===== src/rtl/cqe_pkg.sv =====
`timescale 1ns / 1ps
`default_nettype none

package cqe_pkg;

    localparam int OPCODE_W = 3;
    localparam int CAP_W    = 7;
    localparam int COUNT_W  = 7;

    typedef enum logic [OPCODE_W-1:0] {
        OP_ENQ   = 3'd0,
        OP_DEQ   = 3'd1,
        OP_PEEK  = 3'd2,
        OP_DUMP  = 3'd3,
        OP_SIZE  = 3'd4,
        OP_EMPTY = 3'd5,
        OP_FULL  = 3'd6
    } opcode_t;

    typedef enum logic [1:0] {
        INFO_NONE,
        INFO_SIZE,
        INFO_EMPTY,
        INFO_FULL
    } info_sel_t;

    // controller to datapath
    typedef struct packed {
        logic      push;        // write the incoming word at the tail
        logic      pop;         // advance the head, drop one word
        logic      walk_start;  // read at head, walk from there
        logic      walk_next;   // step the walk and read the next slot
        logic      load_rd;     // load the result from the read data
        logic      rd_last;     // last flag to go with load_rd
        logic      load_info;   // load a result with no stored word
        info_sel_t info;
        logic      fail;
    } cqe_ctl_t;

    // datapath to controller
    typedef struct packed {
        logic empty;
        logic full;
        logic walk_last;
        logic out_last;
    } cqe_sts_t;

endpackage

`default_nettype wire


===== src/rtl/cqe_cmd_if.sv =====
`timescale 1ns / 1ps
`default_nettype none

interface cqe_cmd_if
    import cqe_pkg::*;
#(
    parameter int DATA_WIDTH = 32
);
    logic                         valid;
    logic                         ready;
    logic        [OPCODE_W-1:0]   opcode;
    logic signed [DATA_WIDTH-1:0] push_value;

    modport source (output valid, output opcode, output push_value, input ready);
    modport sink   (input valid, input opcode, input push_value, output ready);
endinterface

`default_nettype wire


===== src/rtl/cqe_rsp_if.sv =====
`timescale 1ns / 1ps
`default_nettype none

interface cqe_rsp_if
    import cqe_pkg::*;
#(
    parameter int DATA_WIDTH = 32
);
    logic                         valid;
    logic                         ready;
    logic signed [DATA_WIDTH-1:0] data_out;
    logic        [COUNT_W-1:0]    count_or_flag;
    logic                         status;
    logic                         last;

    modport source (output valid, output data_out, output count_or_flag,
                    output status, output last, input ready);
    modport sink   (input valid, input data_out, input count_or_flag,
                    input status, input last, output ready);
endinterface

`default_nettype wire


===== src/rtl/cqe_ctrl.sv =====
`timescale 1ns / 1ps
`default_nettype none

module cqe_ctrl
    import cqe_pkg::*;
(
    input  wire logic                clk,
    input  wire logic                rst_n,
    input  wire logic                cmd_valid,
    input  wire logic [OPCODE_W-1:0] cmd_opcode,
    output logic                     cmd_ready,
    output logic                     rsp_valid,
    input  wire logic                rsp_ready,
    input  wire cqe_sts_t            sts,
    output cqe_ctl_t                 ctl
);

    typedef enum logic [1:0] {
        S_IDLE,
        S_RD,
        S_OUT
    } state_t;

    state_t  state_reg;
    state_t  state_next;
    opcode_t op_reg;
    opcode_t op_next;
    opcode_t op_in;

    assign op_in     = opcode_t'(cmd_opcode);
    assign cmd_ready = (state_reg == S_IDLE);
    assign rsp_valid = (state_reg == S_OUT);

    always_comb
    begin
        ctl        = '0;
        ctl.info   = INFO_NONE;
        state_next = state_reg;
        op_next    = op_reg;
        case (state_reg)
            S_IDLE:
            begin
                if (cmd_valid)
                begin
                    op_next = op_in;
                    case (op_in)
                        OP_ENQ:
                        begin
                            ctl.load_info = 1'b1;
                            ctl.fail      = sts.full;
                            ctl.push      = !sts.full;
                            state_next    = S_OUT;
                        end
                        OP_DEQ, OP_PEEK:
                        begin
                            if (sts.empty)
                            begin
                                ctl.load_info = 1'b1;
                                ctl.fail      = 1'b1;
                                state_next    = S_OUT;
                            end
                            else
                            begin
                                ctl.walk_start = 1'b1;
                                state_next     = S_RD;
                            end
                        end
                        OP_DUMP:
                        begin
                            // an empty queue dumps nothing
                            if (!sts.empty)
                            begin
                                ctl.walk_start = 1'b1;
                                state_next     = S_RD;
                            end
                        end
                        OP_SIZE:
                        begin
                            ctl.load_info = 1'b1;
                            ctl.info      = INFO_SIZE;
                            state_next    = S_OUT;
                        end
                        OP_EMPTY:
                        begin
                            ctl.load_info = 1'b1;
                            ctl.info      = INFO_EMPTY;
                            state_next    = S_OUT;
                        end
                        OP_FULL:
                        begin
                            ctl.load_info = 1'b1;
                            ctl.info      = INFO_FULL;
                            state_next    = S_OUT;
                        end
                        default:
                        begin
                            // undefined opcode: drop it
                            state_next = S_IDLE;
                        end
                    endcase
                end
            end
            S_RD:
            begin
                ctl.load_rd = 1'b1;
                ctl.rd_last = (op_reg == OP_DUMP) ? sts.walk_last : 1'b1;
                ctl.pop     = (op_reg == OP_DEQ);
                state_next  = S_OUT;
            end
            S_OUT:
            begin
                if (rsp_ready)
                begin
                    if (op_reg == OP_DUMP && !sts.out_last)
                    begin
                        ctl.walk_next = 1'b1;
                        state_next    = S_RD;
                    end
                    else
                    begin
                        state_next = S_IDLE;
                    end
                end
            end
            default:
            begin
                state_next = S_IDLE;
            end
        endcase
    end

    always_ff @(posedge clk or negedge rst_n)
    begin
        if (!rst_n)
        begin
            state_reg <= S_IDLE;
            op_reg    <= OP_ENQ;
        end
        else
        begin
            state_reg <= state_next;
            op_reg    <= op_next;
        end
    end

endmodule

`default_nettype wire


===== src/rtl/cqe_datapath.sv =====
`timescale 1ns / 1ps
`default_nettype none

module cqe_datapath
    import cqe_pkg::*;
#(
    parameter int DEPTH      = 64,
    parameter int DATA_WIDTH = 32
)(
    input  wire logic                         clk,
    input  wire logic                         rst_n,
    input  wire logic                         cfg_we,
    input  wire logic        [CAP_W-1:0]      cfg_wdata,
    input  wire logic signed [DATA_WIDTH-1:0] push_value,
    input  wire cqe_ctl_t                     ctl,
    output cqe_sts_t                          sts,
    output logic signed      [DATA_WIDTH-1:0] data_out,
    output logic             [COUNT_W-1:0]    count_or_flag,
    output logic                              status,
    output logic                              last
);

    localparam int IDX_W = $clog2(DEPTH);
    localparam int CNT_W = $clog2(DEPTH + 1);

    logic signed [DATA_WIDTH-1:0] mem [DEPTH];
    logic signed [DATA_WIDTH-1:0] rdata_reg;

    logic [IDX_W-1:0] head_reg;
    logic [IDX_W-1:0] tail_reg;
    logic [IDX_W-1:0] walk_reg;
    logic [IDX_W-1:0] rd_addr;
    logic [CNT_W-1:0] occ_reg;
    logic [CNT_W-1:0] cap_reg;
    logic [CNT_W-1:0] cap_next;
    logic [CNT_W-1:0] rem_reg;
    logic             rd_en;
    logic             full;
    logic             empty;

    logic signed [DATA_WIDTH-1:0] data_reg;
    logic        [COUNT_W-1:0]    count_reg;
    logic                         status_reg;
    logic                         last_reg;

    function automatic logic [IDX_W-1:0] step_idx(input logic [IDX_W-1:0] idx,
                                                  input logic [CNT_W-1:0] cap);
        logic [CNT_W-1:0] n;
        n = CNT_W'(idx) + CNT_W'(1);
        if (n >= cap)
            return '0;
        return n[IDX_W-1:0];
    endfunction

    // clamp the written capacity to 1..DEPTH
    always_comb
    begin
        if (cfg_wdata == '0)
            cap_next = CNT_W'(1);
        else if (cfg_wdata > CAP_W'(DEPTH))
            cap_next = CNT_W'(DEPTH);
        else
            cap_next = cfg_wdata[CNT_W-1:0];
    end

    assign full  = (occ_reg >= cap_reg);
    assign empty = (occ_reg == '0);
    assign rd_en = ctl.walk_start || ctl.walk_next;
    assign rd_addr = ctl.walk_start ? head_reg : step_idx(walk_reg, cap_reg);

    assign sts.empty     = empty;
    assign sts.full      = full;
    assign sts.walk_last = (rem_reg == CNT_W'(1));
    assign sts.out_last  = last_reg;

    always_ff @(posedge clk)
    begin
        if (ctl.push)
            mem[tail_reg] <= push_value;
        if (rd_en)
            rdata_reg <= mem[rd_addr];
    end

    always_ff @(posedge clk or negedge rst_n)
    begin
        if (!rst_n)
        begin
            head_reg <= '0;
            tail_reg <= '0;
            occ_reg  <= '0;
            cap_reg  <= CNT_W'(DEPTH);
            walk_reg <= '0;
            rem_reg  <= '0;
        end
        else if (cfg_we)
        begin
            head_reg <= '0;
            tail_reg <= '0;
            occ_reg  <= '0;
            cap_reg  <= cap_next;
        end
        else
        begin
            if (ctl.push)
            begin
                tail_reg <= step_idx(tail_reg, cap_reg);
                occ_reg  <= occ_reg + CNT_W'(1);
            end
            if (ctl.pop)
            begin
                head_reg <= step_idx(head_reg, cap_reg);
                occ_reg  <= occ_reg - CNT_W'(1);
            end
            if (ctl.walk_start)
            begin
                walk_reg <= head_reg;
                rem_reg  <= occ_reg;
            end
            else if (ctl.walk_next)
            begin
                walk_reg <= rd_addr;
                rem_reg  <= rem_reg - CNT_W'(1);
            end
        end
    end

    // result register
    always_ff @(posedge clk)
    begin
        if (ctl.load_rd)
        begin
            data_reg   <= rdata_reg;
            count_reg  <= '0;
            status_reg <= 1'b0;
            last_reg   <= ctl.rd_last;
        end
        else if (ctl.load_info)
        begin
            data_reg   <= '0;
            status_reg <= ctl.fail;
            last_reg   <= 1'b1;
            case (ctl.info)
                INFO_SIZE:  count_reg <= COUNT_W'(occ_reg);
                INFO_EMPTY: count_reg <= COUNT_W'(empty);
                INFO_FULL:  count_reg <= COUNT_W'(full);
                default:    count_reg <= '0;
            endcase
        end
    end

    assign data_out      = data_reg;
    assign count_or_flag = count_reg;
    assign status        = status_reg;
    assign last          = last_reg;

    a_occ_within_cap: assert property (@(posedge clk) disable iff (!rst_n)
        occ_reg <= cap_reg)
        else $error("occupancy above capacity");

    a_push_has_room: assert property (@(posedge clk) disable iff (!rst_n)
        ctl.push |-> !full)
        else $error("write into a full queue");

    a_pop_has_word: assert property (@(posedge clk) disable iff (!rst_n)
        ctl.pop |-> !empty)
        else $error("pop from an empty queue");

    a_walk_in_range: assert property (@(posedge clk) disable iff (!rst_n)
        ctl.walk_next |-> (rem_reg > CNT_W'(1)))
        else $error("dump walked past the rear");

endmodule

`default_nettype wire


===== src/rtl/circular_queue_engine.sv =====
// Circular FIFO of signed words with opcodes for enqueue, dequeue, peek,
// dump, size, empty and full.
// Channels: cmd carries opcode and push_value; rsp returns data_out,
// count_or_flag, status and last. A word moves on a channel at a rising
// edge where valid and ready are both high. cfg_we/cfg_wdata write the
// capacity (0 acts as 1, above DEPTH acts as DEPTH) and empty the queue;
// write it only while no command is in flight.
// Sequencing: one command at a time. Enqueue, failures and queries give
// their word in the cycle after acceptance; dequeue and peek first read
// the slot memory through its registered read port, then load the word.
// cmd takes a new word the cycle after the result leaves. Dump gives one
// word per stored entry through the same read port, reading each next
// entry once the word before it is taken, with last on the rear entry;
// an empty queue dumps nothing and the next command is taken at once.
// Opcode 7 is dropped without a result.
// Reset: head, tail and occupancy clear, capacity goes to DEPTH; the slot
// memory is not cleared. A stalled receiver holds the result word and
// the controller, and cmd stays not ready until it is taken.
`timescale 1ns / 1ps
`default_nettype none

module circular_queue_engine
    import cqe_pkg::*;
#(
    parameter int DEPTH      = 64,
    parameter int DATA_WIDTH = 32
)(
    input  wire logic             clk,
    input  wire logic             rst_n,
    input  wire logic             cfg_we,
    input  wire logic [CAP_W-1:0] cfg_wdata,
    cqe_cmd_if.sink               cmd,
    cqe_rsp_if.source             rsp
);

    cqe_ctl_t ctl;
    cqe_sts_t sts;

    // sequencing: accept, read the slot memory, hold the result word
    cqe_ctrl u_ctrl (
        .clk        (clk),
        .rst_n      (rst_n),
        .cmd_valid  (cmd.valid),
        .cmd_opcode (cmd.opcode),
        .cmd_ready  (cmd.ready),
        .rsp_valid  (rsp.valid),
        .rsp_ready  (rsp.ready),
        .sts        (sts),
        .ctl        (ctl)
    );

    // slot memory, pointers, occupancy and the result register
    cqe_datapath #(
        .DEPTH      (DEPTH),
        .DATA_WIDTH (DATA_WIDTH)
    ) u_datapath (
        .clk           (clk),
        .rst_n         (rst_n),
        .cfg_we        (cfg_we),
        .cfg_wdata     (cfg_wdata),
        .push_value    (cmd.push_value),
        .ctl           (ctl),
        .sts           (sts),
        .data_out      (rsp.data_out),
        .count_or_flag (rsp.count_or_flag),
        .status        (rsp.status),
        .last          (rsp.last)
    );

endmodule

`default_nettype wire

===== src/flat_wrapper.sv =====
// flat-port wrapper written by rule: the top's interface ports become plain ports
module circular_queue_engine_flat import cqe_pkg::*;
#(
    parameter int DEPTH      = 64,
    parameter int DATA_WIDTH = 32
)
  (clk, rst_n, cfg_we, cfg_wdata, cmd_valid, cmd_opcode, cmd_push_value, cmd_ready, rsp_valid, rsp_data_out, rsp_count_or_flag, rsp_status, rsp_last, rsp_ready);
  cqe_cmd_if #(.DATA_WIDTH(DATA_WIDTH)) cmd_i ();
  cqe_rsp_if #(.DATA_WIDTH(DATA_WIDTH)) rsp_i ();
  input  wire logic clk;
  input  wire logic rst_n;
  input  wire logic cfg_we;
  input  wire logic [CAP_W-1:0] cfg_wdata;
  input wire logic [$bits(cmd_i.valid)-1:0] cmd_valid;
  input wire logic [$bits(cmd_i.opcode)-1:0] cmd_opcode;
  input wire logic [$bits(cmd_i.push_value)-1:0] cmd_push_value;
  output wire logic [$bits(cmd_i.ready)-1:0] cmd_ready;
  output wire logic [$bits(rsp_i.valid)-1:0] rsp_valid;
  output wire logic [$bits(rsp_i.data_out)-1:0] rsp_data_out;
  output wire logic [$bits(rsp_i.count_or_flag)-1:0] rsp_count_or_flag;
  output wire logic [$bits(rsp_i.status)-1:0] rsp_status;
  output wire logic [$bits(rsp_i.last)-1:0] rsp_last;
  input wire logic [$bits(rsp_i.ready)-1:0] rsp_ready;
  assign cmd_i.valid = cmd_valid;
  assign cmd_i.opcode = cmd_opcode;
  assign cmd_i.push_value = cmd_push_value;
  assign cmd_ready = cmd_i.ready;
  assign rsp_valid = rsp_i.valid;
  assign rsp_data_out = rsp_i.data_out;
  assign rsp_count_or_flag = rsp_i.count_or_flag;
  assign rsp_status = rsp_i.status;
  assign rsp_last = rsp_i.last;
  assign rsp_i.ready = rsp_ready;
  circular_queue_engine #(.DEPTH(DEPTH), .DATA_WIDTH(DATA_WIDTH)) u_core (.clk(clk), .rst_n(rst_n), .cfg_we(cfg_we), .cfg_wdata(cfg_wdata), .cmd(cmd_i), .rsp(rsp_i));
endmodule

===== config.mk =====
export PLATFORM = sky130hd
export DESIGN_NAME = circular_queue_engine_flat
export DESIGN_NICKNAME = d
export VERILOG_FILES = /design/src/rtl/cqe_pkg.sv /design/src/rtl/cqe_cmd_if.sv /design/src/rtl/cqe_rsp_if.sv /design/src/rtl/cqe_ctrl.sv /design/src/rtl/cqe_datapath.sv /design/src/rtl/circular_queue_engine.sv /design/src/flat_wrapper.sv
export SDC_FILE = /design/constraint.sdc
export NUM_CORES = 2
export LEC_CHECK = 0
export ABC_AREA = 1
export BUFFER_PORTS_ARGS = -buffer_cell sky130_fd_sc_hd__clkbuf_2
export CAP_MARGIN = 0
export CORE_MARGIN = 2
export CORE_UTILIZATION = 57
export CTS_CLUSTER_SIZE = 28
export DETAILED_ROUTE_END_ITERATION = 12
export PLACE_DENSITY_LB_ADDON = 0.12
export SLEW_MARGIN = 20
export SYNTH_ARGS = -nofsm -noshare
export SYNTH_HDL_FRONTEND = slang
export SYNTH_HIERARCHICAL = 1
export SYNTH_SLANG_ARGS = --single-unit

===== constraint.sdc =====
create_clock -name clk -period 3.9 [get_ports clk]
set_input_delay 0.195 -clock clk [delete_from_list [all_inputs] [get_ports clk]]
set_output_delay 0.195 -clock clk [all_outputs]
set_load 0.01 [all_outputs]

==> metrics.yaml <==
run_status: "finished clean"
register_area_mm2: 0.0647
synthCells: 8441
final_nets: 8878
skew_ns: 0.0509
cts_buffer_depth: 3
grt_max_degree: 118
cts_tree: "done"
die_y_um: 412
cp_common_cell: "nand3_1"
p_sw_share_pct: 40.5
drt_iter0_markers: 9471
start_kind: "register"
slew_viol_final: 0
routed_wirelength_mm: 287
path_buf_inv: 5
end_kind: "register"
largest_reg_flops: 2048
max_freq_mhz: 264
num_rows: 149
cp.required_ns: 4.64
met3_wirelength_mm: 31.8
grt_pass1_wl_mm: 415
top_layer: "met5"
synth.net_count: 8527
gr-total-overflow: 0
net-switching-power_mw: 34.7
syn_area_per_cell_um2: 11.3
min_path_type: "input pin to register"
numPortBuffers: 89
grt_pass1_vias: 63500
synth-edff-count: 2113
power_mw: 85.6
multi_input_area_mm2: 0.0245
wl_met2_mm: 130
die_x_um: 412
period_share_pct: 97.1
hold_depth: 1
rsz0062_at_grt: "true"
synth_cell_types: 41
h-tree-depth: 4
critPathMaxStageDelay_ns: 0.43
fillCellCount: 12200
synth-main-ff-cell: "edfxtp_1"
root_buffer: "clkbuf_16"
coreArea_mm2: 0.165
final-setup-viol-count: 0
dp.cells: 10700
final_antenna_net_count: 0
fin_area_mm2: 0.110
r2r_start: "u_core/u_datapath/walk_reg[0]"
cp_top_family: "simple AND/OR/NAND/NOR gates"
place_area_mm2: 0.102
detail_route.vias_per_cell: 6.02
combPwrFrac_pct: 46.1
setup_slack_ns: 0.115
crit_fanout: 37
antenna_found_initial: 11
tightest_slew_ns: 1.15
grt_usage_pct: 33.3
r2r_cells: 21
vias: 67200
setup-tns-final_ns: 0
p_per_area_mw_per_mm2: 777
peakVddDrop_v: 0.000740
p_leak_nw: 42.7
post-place-ws_ns: -0.299
drc: 0
instances_no_fill: 11200
syn_area_mm2: 0.0950
path_cells: "ha_1, nand3_1, nand2_1, nand2_2, inv_1, ha_1, nand2_1, nand2_1, a21oi_4, nand3_1, nand2_8, buf_4, buf_16, buf_12, nand3_1, nand3_1, nand3_1, nand3_1, buf_4, nand3_2, nand2_1"
regToRegSetupSlack_ns: 0.11
drt-wirelength-per-cell_um: 25.7
synth-seq-cells: 2165
hold_viol: 0
crit_type: "register to register"
synthArstFlopShare_pct: 2.03
drtPass1Iterations: 6
crit_path_top_delay_cell: "dfrtp_1"
yosysSeqAreaShare_pct: 68.1
clk_pin_slew_ns: 0.06
seqPwrFrac_pct: 30.7
hpwlAfterDp_mm: 168
internal_power_mw: 50.9
maxCapViolCount: 0
cts.sinks: 2165
gp_congestion: 0.923
clockPowerShare_pct: 23.2
relSlewSlack_pct: 23.5
drive_gt1_share_pct: 11.9
yosys_warnings: 6
dieArea_mm2: 0.170
hold_end: "u_core/u_datapath/mem[37][7]"
clkLatencyLatePin_ns: 0.89
area_growth_pct: 16.0
hold_start: "cmd_push_value[7]"
cp.arrival_ns: 4.52
cts_made_buffers: 218
start_util_pct: 57.5
period_minus_slack_ns: 3.79
pin_count: 90
reg2reg_to: "u_core/u_datapath/rdata_reg[11]"
wl_met1_mm: 115
==> cell usage in the layout, fill, tap and decap left out, types with 45 or more instances in the layout <==
| master | count |
|---|---|
| edfxtp_1 | 2113 |
| nand3_1 | 2056 |
| nand2_1 | 1507 |
| inv_1 | 1030 |
| nand3b_1 | 759 |
| buf_4 | 379 |
| clkbuf_16 | 223 |
| buf_12 | 161 |
| clkbuf_2 | 85 |
| nor2_4 | 65 |
| clkinv_1 | 63 |
| clkbuf_1 | 61 |
| nor2_1 | 49 |
| o21ai_0 | 45 |
==> kinds of logic (layout without fill, tap and decap cells) <==
family / count (synthesis) / after routing / share of synthesized area (%)
simple gates: 4526 / 4526 / 23.8
flops: 2165 / 2165 / 68.1
buf+inv: 1604 / 2133 / 6.86
compound gates: 94 / 94 / 0.570
fa+ha+maj: 39 / 39 / 0.522
xor+xnor: 13 / 13 / 0.120
other cells: 0 / 10 / 0
==> final cells by class <==
cell class	instances	area share, %
diodes	10	0.0227
clock buffers	281	5.19
clock inverters	117	0.888
inverters	1038	3.56
multi-input cells	4672	22.3
flip-flops and latches	2165	58.8
well taps	2189	2.49
repair buffers	697	6.82
==> power by group through the flow <==
stage | combinational, mW | sequential [mW] | clock (mW)
global route | 42.0 | 26.3 | 20.9
finish | 39.5 | 26.3 | 19.8
floorplan | 20.6 | 26.7 | 0
detailed placement | 37.2 | 26.7 | 0
global placement | 37.0 | 26.7 | 0
CTS | 37.7 | 26.3 | 20.0
==> synthesized netlist by cell type, types with 16 or more instances <==
library cell / n / share of area (%)
nand3_1: 2087 / 11
buf_2: 247 / 1.3
o21ai_0: 45 / 0.24
inv_1: 1031 / 4.1
o22ai_1: 19 / 0.13
buf_4: 25 / 0.20
edfxtp_1: 2113 / 67
ha_1: 38 / 0.50
nand2_1: 1511 / 6.0
nor2_1: 114 / 0.45
or2_1: 20 / 0.13
a21oi_1: 16 / 0.084
clkbuf_1: 207 / 0.82
dfrtp_1: 43 / 1.1
buf_1: 75 / 0.30
nand3b_1: 759 / 6.0
==> how the worst max path moves through the flow <==
stage | startpoint | endpoint | slack [ns] | cells after the start
floorplan | u_core/u_datapath/cap_reg[6] | u_core/u_datapath/mem[14][0] | -0.22 | 13
global placement | u_core/u_datapath/walk_reg[0] | u_core/u_datapath/rdata_reg[21] | -0.37 | 20
detailed placement | u_core/u_datapath/walk_reg[0] | u_core/u_datapath/rdata_reg[21] | -0.30 | 20
CTS | u_core/u_datapath/walk_reg[0] | u_core/u_datapath/rdata_reg[10] | 0.004 | 21
global route | u_core/u_datapath/walk_reg[0] | u_core/u_datapath/rdata_reg[16] | -0.05 | 23
finish | u_core/u_datapath/walk_reg[0] | u_core/u_datapath/rdata_reg[11] | 0.11 | 21
==> metal layers <==
metal | global-route usage, % | up-vias
li1 | - | 30000
met1 | 47.9 | 32900
met2 | 50.7 | 3819
met3 | 6.44 | 484
met4 | 12.7 | 2
met5 | 0 | -
==> metrics by stage <==
| stage | utilization, % | hold slack (ns) |
|---|---|---|
| final | 66.7 | 0.0380 |
| after global routing | 66.7 | 0.0470 |
| after global placement | 62.0 | 0.330 |
| after detailed placement | 62.0 | 0.345 |
| after CTS | 66.4 | 0.00126 |
| after floorplan | - | -0.101 |
==> timing repair <==
item | CTS | global route
cloned | 1 | 5
resized for setup | 13 | 65
pin swaps | 0 | 1
setup endpoints to repair | 11 | 32
endpoints found under the hold margin | 141 | 0
hold buffers | 36 | 0
buffers inserted | 0 | 4
Note: power is estimated with default switching activity, not from simulation.
